File: src/hdl/mie_pkg.sv
// Shared types and constants for the mid-range instruction execute unit.
package mie_pkg;

    localparam int STACK_DEPTH_DEF = 8;
    localparam int PC_BITS_DEF     = 13;
    localparam int QUEUE_DEPTH     = 2;

    typedef enum logic [3:0] {
        K_NOP,
        K_CLRWDT,
        K_RETURN,
        K_CLRW,
        K_FNOP,
        K_BYTE,
        K_BIT,
        K_GOTO,
        K_CALL,
        K_LIT
    } kind_t;

    // byte-oriented opcodes (instruction bits 11..8)
    localparam logic [3:0] OP_MOVWF  = 4'd0;
    localparam logic [3:0] OP_CLRF   = 4'd1;
    localparam logic [3:0] OP_SUBWF  = 4'd2;
    localparam logic [3:0] OP_DECF   = 4'd3;
    localparam logic [3:0] OP_IORWF  = 4'd4;
    localparam logic [3:0] OP_ANDWF  = 4'd5;
    localparam logic [3:0] OP_XORWF  = 4'd6;
    localparam logic [3:0] OP_ADDWF  = 4'd7;
    localparam logic [3:0] OP_MOVF   = 4'd8;
    localparam logic [3:0] OP_COMF   = 4'd9;
    localparam logic [3:0] OP_INCF   = 4'd10;
    localparam logic [3:0] OP_DECFSZ = 4'd11;
    localparam logic [3:0] OP_RRF    = 4'd12;
    localparam logic [3:0] OP_RLF    = 4'd13;
    localparam logic [3:0] OP_SWAPF  = 4'd14;
    localparam logic [3:0] OP_INCFSZ = 4'd15;

    // bit-oriented opcodes
    localparam logic [1:0] BOP_BCF   = 2'd0;
    localparam logic [1:0] BOP_BSF   = 2'd1;
    localparam logic [1:0] BOP_BTFSC = 2'd2;
    localparam logic [1:0] BOP_BTFSS = 2'd3;

    // control encodings
    localparam logic [13:0] INS_RETURN = 14'h0008;
    localparam logic [13:0] INS_RETFIE = 14'h0009;
    localparam logic [13:0] INS_CLRWDT = 14'h0064;

    typedef struct packed {
        kind_t       kind;
        logic [3:0]  op;
        logic        d;
        logic [6:0]  f;
        logic [7:0]  k;
        logic [1:0]  bop;
        logic [2:0]  bsel;
        logic [10:0] target;
        logic [7:0]  fv;
        logic        gie;
        logic        load_w;
    } dec_t;

    typedef struct packed {
        logic        file_write;
        logic [6:0]  file_address;
        logic [7:0]  file_data;
        logic [7:0]  w_value;
        logic [2:0]  status_flags;
        logic [12:0] next_pc;
        logic [1:0]  cycles_taken;
        logic        clear_watchdog;
        logic        set_gie;
    } res_t;

endpackage

File: src/hdl/mie_front.sv
// Front end: classifies an instruction beat into a decoded record.
module mie_front (
    input  logic [13:0]   instruction,
    input  logic [7:0]    file_value,
    input  logic          file_unimplemented,
    output mie_pkg::dec_t dec
);
    import mie_pkg::*;

    logic [3:0] op;

    assign op = instruction[11:8];

    always_comb
    begin
        dec        = '0;
        dec.kind   = K_NOP;
        dec.op     = op;
        dec.d      = instruction[7];
        dec.f      = instruction[6:0];
        dec.k      = instruction[7:0];
        dec.bop    = instruction[11:10];
        dec.bsel   = instruction[9:7];
        dec.target = instruction[10:0];
        dec.fv     = file_value;
        unique case (instruction[13:12])
            2'd0:
            begin
                if (op == 4'd0 && !instruction[7])
                begin
                    if (instruction == INS_RETURN)
                        dec.kind = K_RETURN;
                    else if (instruction == INS_RETFIE)
                    begin
                        dec.kind = K_RETURN;
                        dec.gie  = 1'b1;
                    end
                    else if (instruction == INS_CLRWDT)
                        dec.kind = K_CLRWDT;
                end
                else if (op == 4'd1 && !instruction[7])
                    dec.kind = K_CLRW;
                else
                    dec.kind = file_unimplemented ? K_FNOP : K_BYTE;
            end
            2'd1:
                dec.kind = file_unimplemented ? K_FNOP : K_BIT;
            2'd2:
                dec.kind = instruction[11] ? K_GOTO : K_CALL;
            default:
            begin
                if (op >= 4'd4 && op <= 4'd7)
                begin
                    dec.kind   = K_RETURN;
                    dec.load_w = 1'b1;
                end
                else if (op == 4'd11)
                    dec.kind = K_NOP;
                else
                    dec.kind = K_LIT;
            end
        endcase
    end

endmodule

File: src/hdl/mie_queue.sv
// Short queue of decoded instructions between front and back end.
module mie_queue (
    input  logic          clk,
    input  logic          rst_n,
    input  logic          wr_en,
    input  mie_pkg::dec_t wr_data,
    output logic          full,
    input  logic          rd_en,
    output logic          rd_valid,
    output mie_pkg::dec_t rd_data
);
    import mie_pkg::*;

    localparam int QW = (QUEUE_DEPTH > 1) ? $clog2(QUEUE_DEPTH) : 1;

    dec_t             slot_reg [QUEUE_DEPTH];
    logic [QW-1:0]    wr_ptr_reg, rd_ptr_reg;
    logic [QW:0]      count_reg, count_next;
    logic             do_wr, do_rd;

    assign full     = (count_reg == (QW+1)'(QUEUE_DEPTH));
    assign rd_valid = (count_reg != '0);
    assign rd_data  = slot_reg[rd_ptr_reg];
    assign do_wr    = wr_en && !full;
    assign do_rd    = rd_en && rd_valid;

    always_comb
    begin
        count_next = count_reg;
        if (do_wr && !do_rd)
            count_next = count_reg + 1'b1;
        else if (!do_wr && do_rd)
            count_next = count_reg - 1'b1;
    end

    always_ff @(posedge clk or negedge rst_n)
    begin
        if (!rst_n)
        begin
            wr_ptr_reg <= '0;
            rd_ptr_reg <= '0;
            count_reg  <= '0;
        end
        else
        begin
            count_reg <= count_next;
            if (do_wr)
                wr_ptr_reg <= (wr_ptr_reg == QW'(QUEUE_DEPTH-1)) ? '0 : wr_ptr_reg + 1'b1;
            if (do_rd)
                rd_ptr_reg <= (rd_ptr_reg == QW'(QUEUE_DEPTH-1)) ? '0 : rd_ptr_reg + 1'b1;
        end
    end

    always_ff @(posedge clk)
    begin
        if (do_wr)
            slot_reg[wr_ptr_reg] <= wr_data;
    end

endmodule

File: src/hdl/mie_back.sv
// Back end: executes decoded instructions against W, flags, PC and return stack.
module mie_back #(
    parameter int STACK_DEPTH = mie_pkg::STACK_DEPTH_DEF,
    parameter int PC_BITS     = mie_pkg::PC_BITS_DEF
) (
    input  logic          clk,
    input  logic          rst_n,
    input  logic          in_valid,
    input  mie_pkg::dec_t in_dec,
    output logic          in_take,
    output logic          out_valid,
    output mie_pkg::res_t out_res,
    input  logic          out_take
);
    import mie_pkg::*;

    localparam int SW = (STACK_DEPTH > 1) ? $clog2(STACK_DEPTH) : 1;
    localparam int FW = $clog2(STACK_DEPTH + 1);

    logic [7:0]          w_reg, w_next;
    logic                c_reg, c_next, dc_reg, dc_next, z_reg, z_next;
    logic [PC_BITS-1:0]  pc_reg, pc_next, pc1, pc2, stk_rd, tgt;
    logic [12:0]         tgt13;
    logic [PC_BITS-1:0]  stack_mem [STACK_DEPTH];
    logic [SW-1:0]       top_reg, top_next, top_m1, top_p1;
    logic [FW-1:0]       fill_reg, fill_next;
    logic                push;
    logic                out_valid_reg;
    res_t                res_reg, res_next;
    logic                fire;

    assign fire      = in_valid && (!out_valid_reg || out_take);
    assign in_take   = fire;
    assign out_valid = out_valid_reg;
    assign out_res   = res_reg;

    assign pc1    = pc_reg + 1'b1;
    assign pc2    = pc_reg + PC_BITS'(2);
    assign tgt13  = {13'(pc_reg) & 13'h1800} | {2'b00, in_dec.target};
    assign tgt    = tgt13[PC_BITS-1:0];
    assign top_m1 = (top_reg == '0) ? SW'(STACK_DEPTH-1) : top_reg - 1'b1;
    assign top_p1 = (top_reg == SW'(STACK_DEPTH-1)) ? '0 : top_reg + 1'b1;
    assign stk_rd = stack_mem[top_m1];

    always_comb
    begin
        logic [7:0] r, a, b, m;
        logic [8:0] sum9;
        logic       setz, skip, sub_op, add_op;
        r = '0; a = '0; b = '0; m = '0; sum9 = '0;
        setz = 1'b0; skip = 1'b0; sub_op = 1'b0; add_op = 1'b0;
        w_next    = w_reg;
        c_next    = c_reg;
        dc_next   = dc_reg;
        z_next    = z_reg;
        pc_next   = pc1;
        top_next  = top_reg;
        fill_next = fill_reg;
        push      = 1'b0;
        res_next  = '0;
        res_next.cycles_taken = 2'd1;

        unique case (in_dec.kind)
            K_NOP, K_FNOP:
                res_next.file_address = (in_dec.kind == K_FNOP) ? in_dec.f : 7'd0;
            K_CLRWDT:
                res_next.clear_watchdog = 1'b1;
            K_CLRW:
            begin
                w_next = '0;
                z_next = 1'b1;
            end
            K_RETURN:
            begin
                res_next.cycles_taken = 2'd2;
                res_next.set_gie      = in_dec.gie;
                if (in_dec.load_w)
                    w_next = in_dec.k;
                if (fill_reg != '0)
                begin
                    pc_next   = stk_rd;
                    top_next  = top_m1;
                    fill_next = fill_reg - 1'b1;
                end
            end
            K_GOTO, K_CALL:
            begin
                res_next.cycles_taken = 2'd2;
                pc_next = tgt;
                if (in_dec.kind == K_CALL)
                begin
                    push     = 1'b1;
                    top_next = top_p1;
                    if (fill_reg < FW'(STACK_DEPTH))
                        fill_next = fill_reg + 1'b1;
                end
            end
            K_BYTE:
            begin
                res_next.file_address = in_dec.f;
                setz = 1'b1;
                a = in_dec.fv;
                b = w_reg;
                unique case (in_dec.op)
                    OP_MOVWF:  begin r = w_reg; setz = 1'b0; end
                    OP_CLRF:   r = '0;
                    OP_SUBWF:  sub_op = 1'b1;
                    OP_DECF:   r = in_dec.fv - 1'b1;
                    OP_IORWF:  r = in_dec.fv | w_reg;
                    OP_ANDWF:  r = in_dec.fv & w_reg;
                    OP_XORWF:  r = in_dec.fv ^ w_reg;
                    OP_ADDWF:  add_op = 1'b1;
                    OP_MOVF:   r = in_dec.fv;
                    OP_COMF:   r = ~in_dec.fv;
                    OP_INCF:   r = in_dec.fv + 1'b1;
                    OP_DECFSZ:
                    begin
                        r = in_dec.fv - 1'b1; setz = 1'b0; skip = (r == '0);
                    end
                    OP_RRF:
                    begin
                        r = {c_reg, in_dec.fv[7:1]}; c_next = in_dec.fv[0]; setz = 1'b0;
                    end
                    OP_RLF:
                    begin
                        r = {in_dec.fv[6:0], c_reg}; c_next = in_dec.fv[7]; setz = 1'b0;
                    end
                    OP_SWAPF:  begin r = {in_dec.fv[3:0], in_dec.fv[7:4]}; setz = 1'b0; end
                    OP_INCFSZ:
                    begin
                        r = in_dec.fv + 1'b1; setz = 1'b0; skip = (r == '0);
                    end
                endcase
            end
            K_BIT:
            begin
                res_next.file_address = in_dec.f;
                m = 8'd1 << in_dec.bsel;
                unique case (in_dec.bop)
                    BOP_BCF:
                    begin
                        res_next.file_write = 1'b1; res_next.file_data = in_dec.fv & ~m;
                    end
                    BOP_BSF:
                    begin
                        res_next.file_write = 1'b1; res_next.file_data = in_dec.fv | m;
                    end
                    BOP_BTFSC: skip = ((in_dec.fv & m) == '0);
                    BOP_BTFSS: skip = ((in_dec.fv & m) != '0);
                endcase
            end
            K_LIT:
            begin
                setz = 1'b1;
                if (in_dec.op <= 4'd3)
                begin
                    r = in_dec.k; setz = 1'b0;
                end
                else if (in_dec.op == 4'd8)
                    r = w_reg | in_dec.k;
                else if (in_dec.op == 4'd9)
                    r = w_reg & in_dec.k;
                else if (in_dec.op == 4'd10)
                    r = w_reg ^ in_dec.k;
                else if (in_dec.op <= 4'd13)
                begin
                    sub_op = 1'b1; a = in_dec.k; b = w_reg;
                end
                else
                begin
                    add_op = 1'b1; a = w_reg; b = in_dec.k;
                end
            end
            default: ;
        endcase

        // shared 8-bit adder / subtractor; C and DC mean "no borrow" on subtract
        if (add_op)
        begin
            sum9    = {1'b0, a} + {1'b0, b};
            r       = sum9[7:0];
            c_next  = sum9[8];
            dc_next = ({1'b0, a[3:0]} + {1'b0, b[3:0]}) > 5'h0F;
        end
        else if (sub_op)
        begin
            r       = a - b;
            c_next  = (a >= b);
            dc_next = (a[3:0] >= b[3:0]);
        end

        if (setz)
            z_next = (r == '0);

        if (in_dec.kind == K_LIT)
            w_next = r;
        else if (in_dec.kind == K_BYTE)
        begin
            if (in_dec.d)
            begin
                res_next.file_write = 1'b1;
                res_next.file_data  = r;
            end
            else
                w_next = r;
        end

        if (skip)
        begin
            pc_next = pc2;
            res_next.cycles_taken = 2'd2;
        end

        res_next.w_value      = w_next;
        res_next.status_flags = {z_next, dc_next, c_next};
        res_next.next_pc      = 13'(pc_next);
    end

    always_ff @(posedge clk or negedge rst_n)
    begin
        if (!rst_n)
        begin
            w_reg         <= '0;
            c_reg         <= 1'b0;
            dc_reg        <= 1'b0;
            z_reg         <= 1'b0;
            pc_reg        <= '0;
            top_reg       <= '0;
            fill_reg      <= '0;
            out_valid_reg <= 1'b0;
        end
        else
        begin
            if (fire)
            begin
                w_reg    <= w_next;
                c_reg    <= c_next;
                dc_reg   <= dc_next;
                z_reg    <= z_next;
                pc_reg   <= pc_next;
                top_reg  <= top_next;
                fill_reg <= fill_next;
            end
            if (fire)
                out_valid_reg <= 1'b1;
            else if (out_take)
                out_valid_reg <= 1'b0;
        end
    end

    always_ff @(posedge clk)
    begin
        if (fire)
            res_reg <= res_next;
        if (fire && push)
            stack_mem[top_reg] <= pc1;
    end

endmodule

File: src/hdl/midrange_mcu_instruction_execute_unit.sv
// Top level of the mid-range instruction execute unit.
// A pushed beat is written into the decode queue, then executed into the result register.
// Throughput: one instruction per cycle while no unpopped result holds the back end.
// A two-entry decode queue and a one-entry result register decouple the two sides.
// Reset (rst_n low, asynchronous) clears W, flags, PC, stack pointer and fill, and empties the queue and result.
// Return stack contents are not reset; an entry is only read after a call wrote it.
module midrange_mcu_instruction_execute_unit #(
    parameter int STACK_DEPTH = mie_pkg::STACK_DEPTH_DEF,
    parameter int PC_BITS     = mie_pkg::PC_BITS_DEF
) (
    input  logic        clk,
    input  logic        rst_n,
    input  logic        push,
    output logic        full,
    input  logic [13:0] instruction,
    input  logic [7:0]  file_value,
    input  logic        file_unimplemented,
    output logic        empty,
    input  logic        pop,
    output logic        file_write,
    output logic [6:0]  file_address,
    output logic [7:0]  file_data,
    output logic [7:0]  w_value,
    output logic [2:0]  status_flags,
    output logic [12:0] next_pc,
    output logic [1:0]  cycles_taken,
    output logic        clear_watchdog,
    output logic        set_gie
);
    import mie_pkg::*;

    dec_t front_dec, q_dec;
    res_t res;
    logic q_valid, q_take, out_valid;

    mie_front u_front (
        .instruction        (instruction),
        .file_value         (file_value),
        .file_unimplemented (file_unimplemented),
        .dec                (front_dec)
    );

    mie_queue u_queue (
        .clk      (clk),
        .rst_n    (rst_n),
        .wr_en    (push),
        .wr_data  (front_dec),
        .full     (full),
        .rd_en    (q_take),
        .rd_valid (q_valid),
        .rd_data  (q_dec)
    );

    mie_back #(
        .STACK_DEPTH (STACK_DEPTH),
        .PC_BITS     (PC_BITS)
    ) u_back (
        .clk       (clk),
        .rst_n     (rst_n),
        .in_valid  (q_valid),
        .in_dec    (q_dec),
        .in_take   (q_take),
        .out_valid (out_valid),
        .out_res   (res),
        .out_take  (pop)
    );

    assign empty          = !out_valid;
    assign file_write     = res.file_write;
    assign file_address   = res.file_address;
    assign file_data      = res.file_data;
    assign w_value        = res.w_value;
    assign status_flags   = res.status_flags;
    assign next_pc        = res.next_pc;
    assign cycles_taken   = res.cycles_taken;
    assign clear_watchdog = res.clear_watchdog;
    assign set_gie        = res.set_gie;

    a_cycles_legal: assert property (@(posedge clk) disable iff (!rst_n)
        !empty |-> (cycles_taken == 2'd1 || cycles_taken == 2'd2))
        else $error("cycles_taken out of range");

    a_no_data_without_write: assert property (@(posedge clk) disable iff (!rst_n)
        (!empty && !file_write) |-> (file_data == 8'd0))
        else $error("file_data set without file_write");

    a_gie_two_cycles: assert property (@(posedge clk) disable iff (!rst_n)
        (!empty && set_gie) |-> (cycles_taken == 2'd2 && !file_write))
        else $error("retfie result malformed");

    a_wdt_plain: assert property (@(posedge clk) disable iff (!rst_n)
        (!empty && clear_watchdog) |-> (!file_write && cycles_taken == 2'd1 && !set_gie))
        else $error("clrwdt result malformed");

    a_result_holds: assert property (@(posedge clk) disable iff (!rst_n)
        (!empty && !pop) |=> (!empty && $stable(next_pc) && $stable(w_value)))
        else $error("stalled result changed");

endmodule

File: config.mk
export PLATFORM = sky130hd
export DESIGN_NAME = midrange_mcu_instruction_execute_unit
export DESIGN_NICKNAME = d
export VERILOG_FILES = /design/src/hdl/mie_pkg.sv /design/src/hdl/mie_front.sv /design/src/hdl/mie_queue.sv /design/src/hdl/mie_back.sv /design/src/hdl/midrange_mcu_instruction_execute_unit.sv
export SDC_FILE = /design/constraint.sdc
export NUM_CORES = 1
export LEC_CHECK = 0
export BUFFER_PORTS_ARGS = -buffer_cell sky130_fd_sc_hd__buf_2
export CORE_UTILIZATION = 40
export CTS_CLUSTER_SIZE = 12
export DETAILED_ROUTE_END_ITERATION = 10
export PLACE_DENSITY = 0.58
export SETUP_SLACK_MARGIN = 0.5
export SYNTH_ARGS = -nofsm -noshare
export SYNTH_HDL_FRONTEND = slang
export SYNTH_SLANG_ARGS = --single-unit
File: constraint.sdc
create_clock -name clk -period 9.6 [get_ports clk]
set_input_delay 1.92 -clock clk [delete_from_list [all_inputs] [get_ports clk]]
set_output_delay 1.92 -clock clk [all_outputs]
set_load 0.05 [all_outputs]
Yosys cells after proc, flatten, opt, wreduce, memory -nomap -nowiden
Memories as Yosys holds them, arrays and structs flattened. Index checks and enable logic that the tools add are counted.

$add $sub $neg: 15. Magnitude comparators: 8. Equality and inequality tests: 38. Shift operators: 1. Mux-type cells: 108. Bitwise logic cells: 12. Reduce and logical (&&, ||, !) cells: 42.

Operators with widths (number): $mux W8 (24); $pmux W8 S11 (1); $pmux W8 S2 (5); $mux W1 (45); $eq A4 B4 Y1 const B (11); $mux W4 (10); $and A8 B8 Y8 (4); $eq A4 B3 Y1 const B (8); $logic_not A8 Y1 (4); $eq A14 B4 Y1 const B (2); $mux W13 (2); $pmux W13 S2 (1); $or A8 B8 Y8 (3); $eq A4 B2 Y1 const B (4); $not A8 Y8 (2); $xor A8 B8 Y8 (2); $eq A14 B7 Y1 const B (1); $pmux W1 S2 (7); $pmux W7 S2 (1); $add A13 B1 Y13 const B (1); $add A13 B2 Y13 const B (1); $or A13 B11 Y13 (1); $logic_not A4 Y1 (3); $mux W3 (4); 44 further kinds (77).

Bits in registers: 80. Memory bits (writable): 204. Bits of input ports: 27. Output and inout bits: 46. Word-level logic and storage cells: 246. Memories: 2.

Memory list: u_back.stack_mem (words 8, width 13, rd ports 1, clocked after Yosys merged registers in 0, wr ports 1, RTL line mie_back.sv:24) `logic [PC_BITS-1:0] stack_mem [STACK_DEPTH];`; u_queue.slot_reg (words 2, width 50, rd ports 1, clocked after Yosys merged registers in 0, wr ports 1, RTL line mie_queue.sv:16) `dec_t slot_reg [QUEUE_DEPTH];`.

Longest topological paths before layout
An unclocked memory read counts as a cell.

Word-level depth: 14. Mapped depth: 22. Depth with buffers taken out: 18.

Cells and area by module
A second synthesis with hierarchy kept.

Cell total of the unflattened synthesis: 1344. Area, all modules: 16398.2 sq um.

By module, submodules not included: mie_back (instances 1, cells each 1094, area each 11798.8 sq um, sequential area each 5245.0 sq um); mie_queue (instances 1, cells each 175, area each 4061.4 sq um, sequential area each 3103.0 sq um); mie_front (instances 1, cells each 74, area each 534.3 sq um, sequential area each 0.0 sq um); midrange_mcu_instruction_execute_unit (instances 1, cells each 1, area each 3.8 sq um, sequential area each 0.0 sq um).

Worst setup path after synthesis
OpenSTA, ideal clock, no wires.

Kind: register to register. From: reg u_queue.rd_ptr_reg. To: reg u_back.z_reg. Library setup time: 0.125 ns. Arrival time: 4.318 ns. Data required time: 9.475 ns. Path slack: 5.157 ns. Stages on the path, launching flop included: 22. Path buffers: 7. Period minus slack after synthesis: 4.443 ns. Cells stage by stage: dfrtp_1 > buf_6 > buf_8 > buf_6 > buf_6 > buf_4 > buf_6 > buf_2 > mux2_2 > a22oi_1 > o22a_1 > ha_1 > inv_1 > fa_1 > a211oi_1 > o21ai_0 > a21o_1 > a221oi_1 > a221oi_1 > and4_1 > a41o_1 > mux2_2.

RTL lines: start, declared (RTL line mie_queue.sv:17) `logic [QW-1:0] wr_ptr_reg, rd_ptr_reg;`; start signal, assigned (RTL line mie_queue.sv:50) `rd_ptr_reg <= (rd_ptr_reg == QW'(QUEUE_DEPTH-1)) ? '0 : rd_ptr_reg + 1'b1;`; end signal, assigned (RTL line mie_back.sv:239) `z_reg <= z_next;`; end, declared (RTL line mie_back.sv:21) `logic c_reg, c_next, dc_reg, dc_next, z_reg, z_next;`.

==> flow_metrics.env <==
export IMPL_status="finished, final reports clean"
export IMPL_synthMuxAreaShare_pct=6.14
export IMPL_largest_reg_flops=104
export IMPL_finalCritPeriodShare_pct=61.7
export IMPL_max_freq_mhz=169
export IMPL_antenna_found_initial=1
export IMPL_post_cts_buffers=0
export IMPL_worstMarginPinSlew_ns=1.05
export IMPL_via_per_inst=6.11
export IMPL_ys_top_cells_by_area="edfxtp_1 (42%), dfrtp_1 (6.3%), ha_1 (5.2%)"
export IMPL_netlist_area_um2=14400
export IMPL_critical_path_cell_chain="buf_4 > nor2_1 > a222oi_1 > nor2b_4 > nand2_1 > nand2_1 > a22oi_1 > ha_1 > nor3b_1 > nor3_1 > o31ai_1 > a221oi_1 > a221o_1 > a211oi_1 > and4_1 > a41o_1 > mux2_2"
export IMPL_slew_violations=0
export IMPL_cts_root_buf="clkbuf_16"
export IMPL_synth_edff_count=200
export IMPL_syn_avg_cell_area_um2=10.9
export IMPL_ir_drop_mv=0.256
export IMPL_synth_xor_xnor_area_share_pct=2.62
export IMPL_core_um2=35500
export IMPL_worst_ep_arrival_time_ns=6.43
export IMPL_grt_pass1_vias=10600
export IMPL_ys_flop_type="edfxtp_1"
export IMPL_hold_worst_slack_ns=0.491
export IMPL_synth_top_area_cell="edfxtp_1"
export IMPL_wl_per_cell_um=24.7
export IMPL_htreeDepth=1
export IMPL_clkSinkCount=236
export IMPL_place_congestion=0.949
export IMPL_nNetsFinal=1457
export IMPL_synth_distinct_cells=103
export IMPL_die_area_um2=36700
export IMPL_power_per_cell_area_nw_per_um2=357
export IMPL_rsz0062_at_grt="no"
export IMPL_crit_type="flop to flop"
export IMPL_mostFrequentLayoutCell="edfxtp_1"
export IMPL_die_y_um=192
export IMPL_total_power_uw=5700
export IMPL_p_leak_uw=0.00595
export IMPL_grt_pass1_wl_um=67600
export IMPL_grt_util_all_layers_pct=24.9
export IMPL_design_area_um2=16000
export IMPL_syn_num_nets=1412
export IMPL_dp_hpwl_um=32300
export IMPL_cp_slowest_cell="dfrtp_4"
export IMPL_period_minus_slack_ns=5.93
export IMPL_fillers=3322
export IMPL_ys_seq_area_share_pct=48.0
export IMPL_path_common_cell="nand2_1"
export IMPL_critPathLaunchType="flop"
export IMPL_hold_path_class="flop to flop"
export IMPL_critical_path_top_delay_family="compound AO/OA/AOI/OAI gates"
export IMPL_wirelength_um=45700
export IMPL_max_cap_viol_count=0
export IMPL_cts_tree="done"
export IMPL_synth_compound_gate_area_share_pct=19.4
export IMPL_fin_worst_skew_ns=0.0201
export IMPL_placed_area_um2=15100
export IMPL_die_x_um=192
export IMPL_drive_above_1_share_pct=16.7
export IMPL_grt_overflow=0
export IMPL_ctsResizeCount=0
export IMPL_drtIter0Drc=1256
export IMPL_critPathMaxFanout=57
export IMPL_layout_common_cells="edfxtp_1 (200), nand2_1 (121), buf_2 (72)"
export IMPL_num_vias=11300
export IMPL_ant_nets=0
export IMPL_diodes=0
export IMPL_hold_viol=0
export IMPL_syn2layout_area_growth_pct=11.0
export IMPL_place_port_buffers=72
export IMPL_num_rows=69
export IMPL_yosys_area_top_type_share_pct=41.8
export IMPL_pin_count=73
export IMPL_setup_viol=0
export IMPL_ys_seq_elements=236
export IMPL_grt_start_max_net_pins=58
export IMPL_final_setup_tns_ns=0
export IMPL_clockBufferDepth=3
export IMPL_async_flop_share_pct=15.3
export IMPL_synth_top_family_by_area="compound AO/OA/AOI/OAI gates"
export IMPL_crit_path_end_kind="flop"
export IMPL_hold_buffers=0
export IMPL_cts_buffers=27
export IMPL_cp_required_ns=10.10
export IMPL_drt_first_pass_iters=8
export IMPL_clk_pin_slew_ns=0.07
export IMPL_drcViolationCount=0
export IMPL_synthCells=1322
export IMPL_crit_buf_inv=1
export IMPL_ys_warn_count=0
export IMPL_synthSimpleGateAreaFrac_pct=13.3
export IMPL_synth_adder_area_share_pct=5.64
export IMPL_max_stage_delay_ns=0.69
export IMPL_start_util_pct=40.5
export IMPL_slew_headroom_pct=29.3
export IMPL_clk_latency_ns=0.56
## cell type report
| class | count | area (um2) | share of cell area [%] |
|---|---|---|---|
| Multi-Input combinational cell | 935 | 6810 | 42.6 |
| Tap cell | 461 | 577 | 3.61 |
| Sequential cell | 236 | 6910 | 43.3 |
| Inverter | 67 | 251 | 1.57 |
| Clock inverter | 12 | 121 | 0.760 |
| Clock buffer | 37 | 733 | 4.59 |
| Timing Repair Buffer | 100 | 571 | 3.57 |
## final timing paths
kind	startpoint	end	slack (ns)	cells past startpoint
setup reg to reg	u_queue.rd_ptr_reg	u_back.z_reg	3.67	17
hold / removal	u_back.dc_reg	u_back.dc_reg	0.49	2
setup / recovery	u_queue.rd_ptr_reg	u_back.z_reg	3.67	17
hold reg to reg	u_back.dc_reg	u_back.dc_reg	0.49	2
max in group asynchronous	rst_n	u_queue.rd_ptr_reg	7.29	1
min in group asynchronous	rst_n	u_back.pc_reg[6]	1.54	1
## worst min-delay path, cell delays in order (launching register included)
cell,delay [ns]
dfrtp_1,0.35
nand2_1,0.05
nand2_1,0.06
## cell families (layout without fill, tap and decap cells)
group,Yosys count,in the layout
fa+ha+maj,63,63
simple gates,370,370
flops,236,236
compound gates,389,389
xor+xnor,43,43
mux,70,70
buf+inv,151,216
## stage by stage
step / cells / worst slack, ns / utilization [%]
detailed placement: 1799 / 3.77 / 42.6
global placement: 1799 / 3.90 / 42.6
CTS: 1848 / 3.77 / 45.0
global route: 1848 / 3.26 / 45.0
finish: 1848 / 3.67 / 45.0
floorplan: 1322 / 5.16 / -
## power breakdown
part	leakage [uW]	total (uW)	internal (uW)	switching, uW
Sequential	0.00229	1730	1470	251
Clock	0.000414	994	588	406
Combinational	0.00324	2980	943	2030
Total	0.00595	5700	3000	2690
## metal layers
layer | vias up | routed length [um] | share of wire (%) | GRT usage (%)
met5 | - | 11 | 0.024 | 0
met4 | 2 | 1250 | 2.7 | 6.99
met3 | 75 | 3760 | 8.2 | 4.46
met2 | 523 | 18900 | 41 | 35.9
met1 | 5538 | 21700 | 48 | 37.9
li1 | 5161 | - | - | -
## synthesized netlist by cell type (25+ instances only)
library cell,instances
xnor2_1,30
a31oi_1,28
mux2_2,25
ha_1,60
nand2_1,121
nand3_1,35
o21ai_0,62
mux2i_1,29
inv_1,63
o22ai_1,30
a21oi_1,57
edfxtp_1,200
nor2_1,74
dfrtp_1,36
clkbuf_1,45
a22oi_1,30
No activity file was read; power rests on OpenSTA's default activity.
